$ cat src/rtl/smam_pkg.sv
package smam_pkg;

	// Request codes on the req_type field.
	localparam logic [1:0] REQ_WRITE_A = 2'd0;
	localparam logic [1:0] REQ_WRITE_B = 2'd1;
	localparam logic [1:0] REQ_COMPUTE = 2'd2;

	// Configuration register indexes.
	localparam logic [1:0] CFG_MODE = 2'd0;
	localparam logic [1:0] CFG_ROWS = 2'd1;
	localparam logic [1:0] CFG_COLS = 2'd2;

	// Field widths fixed by the interface.
	localparam int IDX_BITS  = 3;
	localparam int VAL_BITS  = 32;
	localparam int DIMR_BITS = 4;

	// Work kinds that pass from the front to the back.
	typedef enum logic [1:0] {
		KIND_WRITE_A,
		KIND_WRITE_B,
		KIND_COMPUTE
	} kind_t;

	// One queued word of work.
	typedef struct packed {
		kind_t                 kind;
		logic [IDX_BITS-1:0]   row;
		logic [IDX_BITS-1:0]   col;
		logic [VAL_BITS-1:0]   value;
	} queue_entry_t;

	// Configuration register set.
	typedef struct packed {
		logic                  mode;
		logic [DIMR_BITS-1:0]  rows;
		logic [DIMR_BITS-1:0]  cols;
	} cfg_t;

	// Sequencer states of the back part.
	typedef enum logic [1:0] {
		ST_IDLE,
		ST_WAIT,
		ST_ISSUE
	} back_state_t;

endpackage

$ cat src/rtl/smam_front.sv
module smam_front import smam_pkg::*; #(
	parameter int MAX_DIM = 8
) (
	input  logic                 clk,
	input  logic                 arst_n,
	input  logic                 in_valid,
	output logic                 in_stall,
	input  logic [1:0]           req_type,
	input  logic [IDX_BITS-1:0]  row_index,
	input  logic [IDX_BITS-1:0]  col_index,
	input  logic [VAL_BITS-1:0]  elem_value,
	output logic                 q_valid,
	output queue_entry_t         q_head,
	input  logic                 q_pop
);

	queue_entry_t ent_q [2];
	logic         wr_ptr_q;
	logic         rd_ptr_q;
	logic [1:0]   count_q;
	logic         keep;
	logic         push;
	logic         in_range;
	kind_t        kind;

	// Writes outside the stored matrix and unused request codes are dropped here.
	assign in_range = ({5'd0, row_index} < 8'(MAX_DIM)) && ({5'd0, col_index} < 8'(MAX_DIM));

	always_comb begin
		kind = KIND_COMPUTE;
		keep = 1'b0;
		case (req_type)
			REQ_WRITE_A: begin
				kind = KIND_WRITE_A;
				keep = in_range;
			end
			REQ_WRITE_B: begin
				kind = KIND_WRITE_B;
				keep = in_range;
			end
			REQ_COMPUTE: begin
				kind = KIND_COMPUTE;
				keep = 1'b1;
			end
			default: begin
				kind = KIND_COMPUTE;
				keep = 1'b0;
			end
		endcase
	end

	assign in_stall = (count_q == 2'd2);
	assign push     = in_valid && !in_stall && keep;
	assign q_valid  = (count_q != 2'd0);
	assign q_head   = ent_q[rd_ptr_q];

	// Two-word queue between the front and the back.
	always_ff @(posedge clk) begin
		if (push) begin
			ent_q[wr_ptr_q] <= '{kind: kind, row: row_index, col: col_index, value: elem_value};
		end
	end

	always_ff @(posedge clk or negedge arst_n) begin
		if (!arst_n) begin
			wr_ptr_q <= 1'b0;
			rd_ptr_q <= 1'b0;
			count_q  <= 2'd0;
		end else begin
			if (push) begin
				wr_ptr_q <= !wr_ptr_q;
			end
			if (q_pop) begin
				rd_ptr_q <= !rd_ptr_q;
			end
			if (push && !q_pop) begin
				count_q <= count_q + 2'd1;
			end else if (q_pop && !push) begin
				count_q <= count_q - 2'd1;
			end
		end
	end

endmodule

$ cat config.mk
export PLATFORM = sky130hd
export DESIGN_NAME = smam_front
export DESIGN_NICKNAME = d
export VERILOG_FILES = /design/src/rtl/smam_pkg.sv /design/src/rtl/smam_front.sv
export SDC_FILE = /design/constraint.sdc
export NUM_CORES = 1
export LEC_CHECK = 0
export BUFFER_PORTS_ARGS = -buffer_cell sky130_fd_sc_hd__buf_2
export CAP_MARGIN = 40
export CORE_ASPECT_RATIO = 1.75
export CORE_MARGIN = 2
export CORE_UTILIZATION = 55
export CTS_CLUSTER_DIAMETER = 120
export CTS_CLUSTER_SIZE = 10
export DETAILED_ROUTE_END_ITERATION = 12
export GPL_TIMING_DRIVEN = 0
export PLACE_DENSITY = 0.83
export SLEW_MARGIN = 10
export SYNTH_ARGS = -nofsm -noshare
export SYNTH_HDL_FRONTEND = slang
export SYNTH_SLANG_ARGS = --single-unit
$ cat constraint.sdc
create_clock -name clk -period 4.2 [get_ports clk]
set_input_delay 0.63 -clock clk [delete_from_list [all_inputs] [get_ports clk]]
set_output_delay 0.63 -clock clk [all_outputs]
set_load 0.02 [all_outputs]
==> reports/qor.csv <==
stage,metric,value,unit
cells_and_area,layout cell share with drive strength beyond 1,58.40,%
power,Lkg Pwr,1.660,nW
synth,Syn Area/Cell,22.57,sq um
setup_path,Crit path required time,3570,ps
cells_and_area,Layout area overhead,22.40,%
die,Chip Width,62.72,um
setup_path,critical path launch point type,flop,
global_route,global-route wire length before repair,7665,um
clock_tree,cell chosen for the clock root,clkbuf_8,
clock_tree,clk slew on worst S/H paths,70,ps
run_status,status,"finished, final reports clean",
setup_path,CP endpoint kind,primary output,
clock_tree,clock buffer depth,2,
die,die area,6695,sq um
timing,Final Hold Fails,0,
die,core area,5833,sq um
die,Starting Density,56.89,%
die,Die Y-Extent,106.8,um
setup_path,r2r startpoint,count_q[1],
synth,Syn Nets,192,
timing,final setup TNS,0,ps
hold_path,HP Class,in2async,
global_route,gr ovfl total,0,
power,Max VDD drop,0.5173,mV
clock_tree,CTS tree,yes,
routing,DRC Markers,0,
synth,Syn Std Cell Area,3318,sq um
routing,final WL,5006,um
setup_path,Worst path slowest cell,dfrtp_1,
routing,routed vias,1584,
timing,RSZ-0062 raised after global routing,no,
setup_path,r2r setup slk,2340,ps
cells_and_area,"commonest cells after routing, fill and taps aside","buf_2 (85), edfxtp_1 (80), mux2_4 (39)",
timing,Worst slew margin,55.51,%
routing,post-route ant nets,0,
placement,Post-DP HPWL,3529,um
timing,Clock Skew,7.555,ps
cells_and_area,Seq. cell area,2502,sq um
cells_and_area,Fillers,433,
synth,"Distinct cells, synth",17,
placement,Port Buffers,85,
routing,via/cell ratio,4.829,
timing,Final Critical Period,2087,ps
setup_path,crit-path max FO,10,
timing,final period utilization,49.68,%
synth,"flops & latches, synth",84,
routing,DRT Pass-1 Iters,4,
clock_tree,cts bufs inserted,9,
global_route,vias in the first global route,1612,
synth,Cells after Synth,147,
clock_tree,CTS Hold Bufs,0,
timing,top achievable clock speed,479.2,MHz
setup_path,Worst Path Arrival,1460,ps
global_route,initial antenna violation count,0,
cells_and_area,ant diodes,0,
routing,DRT iter0 DRCs,76,
clock_tree,"Setup Fix Bufs, Post-CTS",0,
die,io pins,86,
cells_and_area,area taken by multi-input logic gates,724.4,sq um
timing,final setup vio count,0,
setup_path,crit path cell chain,buf_6 -> buf_12 -> mux2_4 -> buf_2,
cells_and_area,Final Net Count,290,
global_route,All-Layer GR Usage,15.59,%
setup_path,Setup Crit Path Kind,reg2out,
placement,Routability Congestion,0.6517,
power,PD cells,662.5,nW/um^2
flow_run,max cap viols,0,
clock_tree,post-cts resize count,0,
clock_tree,H-tree levels,3,
setup_path,CP peak stage delay,370,ps
synth,yosys warns,0,
timing,Worst-Margin Slew,665.8,ps
die,Site Rows,37,
synth,register area share after synthesis,75.41,%
timing,Pins Over Slew Limit,0,
timing,Hold Slack,87.51,ps
setup_path,Reg-to-Reg End,ent_q[1][36],
setup_path,worst reg2reg path depth,4,
clock_tree,"Clk Latency, worst-skew pair",330,ps
routing,routed len/inst,15.26,um
global_route,pin count of the biggest net entering global routing,22,
clock_tree,Clock Sinks,84,
cells_and_area,"commonest non-fill, non-tap cell in the layout",buf_2,
## layout make-up
class	instances	share of cell area [%]
Timing Repair Buffer	87	11.83
Inverter	3	0.2773
Tap cell	78	2.403
Buffer	6	2.341
Multi-Input combinational cell	54	17.84
Sequential cell	84	61.61
Clock buffer	11	3.235
Clock inverter	5	0.4621
## synth_stat cells
| library cell | n | area (sq um) |
|---|---|---|
| clkbuf_1 | 1 | 3.750 |
| nor2b_1 | 1 | 6.260 |
| mux2_2 | 1 | 11.26 |
| dfrtp_1 | 4 | 100.1 |
| ha_1 | 1 | 12.51 |
| nand3b_4 | 1 | 20.02 |
| buf_6 | 1 | 11.26 |
| inv_1 | 3 | 11.26 |
| xnor2_1 | 2 | 17.52 |
| buf_12 | 4 | 80.08 |
| or2_2 | 1 | 6.260 |
| xor2_1 | 3 | 26.28 |
| nor2b_2 | 1 | 8.760 |
| edfxtp_1 | 80 | 2402 |
| nand2_1 | 1 | 3.750 |
| mux2_4 | 39 | 585.6 |
| nor2_1 | 3 | 11.26 |
## worst max-delay path, delay by kind of cell, from the launching register on
family   cells  cell delay [ps]
buf+inv      3              450
flops        1              370
mux          1              300
## kinds of logic (layout without fill, tap and decap cells)
| kind of cell | count (synthesis) | in the layout | synth area share [%] |
|---|---|---|---|
| xor+xnor | 5 | 5 | 1.320 |
| fa+ha+maj | 1 | 1 | 0.3770 |
| buf+inv | 9 | 112 | 3.205 |
| flops | 84 | 84 | 75.41 |
| mux | 40 | 40 | 17.99 |
| simple gates | 8 | 8 | 1.697 |
## layer usage
metal / track usage [%] / part of all wire (%) / vias up / wire [um]
met1: 16.16 / 35 / 777 / 1759
met2: 28.11 / 58 / 43 / 2924
met5: 0 / 0 / - / 0
met3: 5.876 / 5.3 / 6 / 263
met4: 6.190 / 1.2 / 0 / 58
li1: - / - / 758 / -
## report_power, final
| group | switching (mW) | leakage, nW | internal (mW) |
|---|---|---|---|
| logic | 0.556 | 0.801 | 0.535 |
| clock network | 0.244 | 0.0749 | 0.205 |
| registers | 0.0506 | 0.784 | 1.10 |
## per-stage QoR
stage	total power, mW	setup WS, ps	std cells	area, sq um	util (%)
6_report	2.691	2113	328	4061	69.63
5_1_grt	2.808	2069	328	4061	69.63
2_1_floorplan	1.978	1251	147	3318	-
3_3_place_gp	2.226	230.7	310	3841	65.85
3_5_place_dp	2.280	2096	312	3911	67.05
4_1_cts	2.726	2092	328	4061	69.63
## sequential cells by signal (all words and copies together), names as in the netlist
register	count
ent_q	80
count_q	2
rd_ptr_q	1
wr_ptr_q	1
## worst max path at each step
stage | startpoint | end | slack (ps) | depth (start not counted)
6_report | rd_ptr_q | q_head[11] | 2110 | 4
5_1_grt | rd_ptr_q | q_head[1] | 2070 | 4
4_1_cts | rd_ptr_q | q_head[11] | 2090 | 4
3_5_place_dp | req_type[1] | ent_q[1][16] | 2100 | 5
3_3_place_gp | req_type[1] | ent_q[1][18] | 230 | 4
2_1_floorplan | req_type[1] | ent_q[0][0] | 1250 | 3
Note: power is estimated with default switching activity, not from simulation.
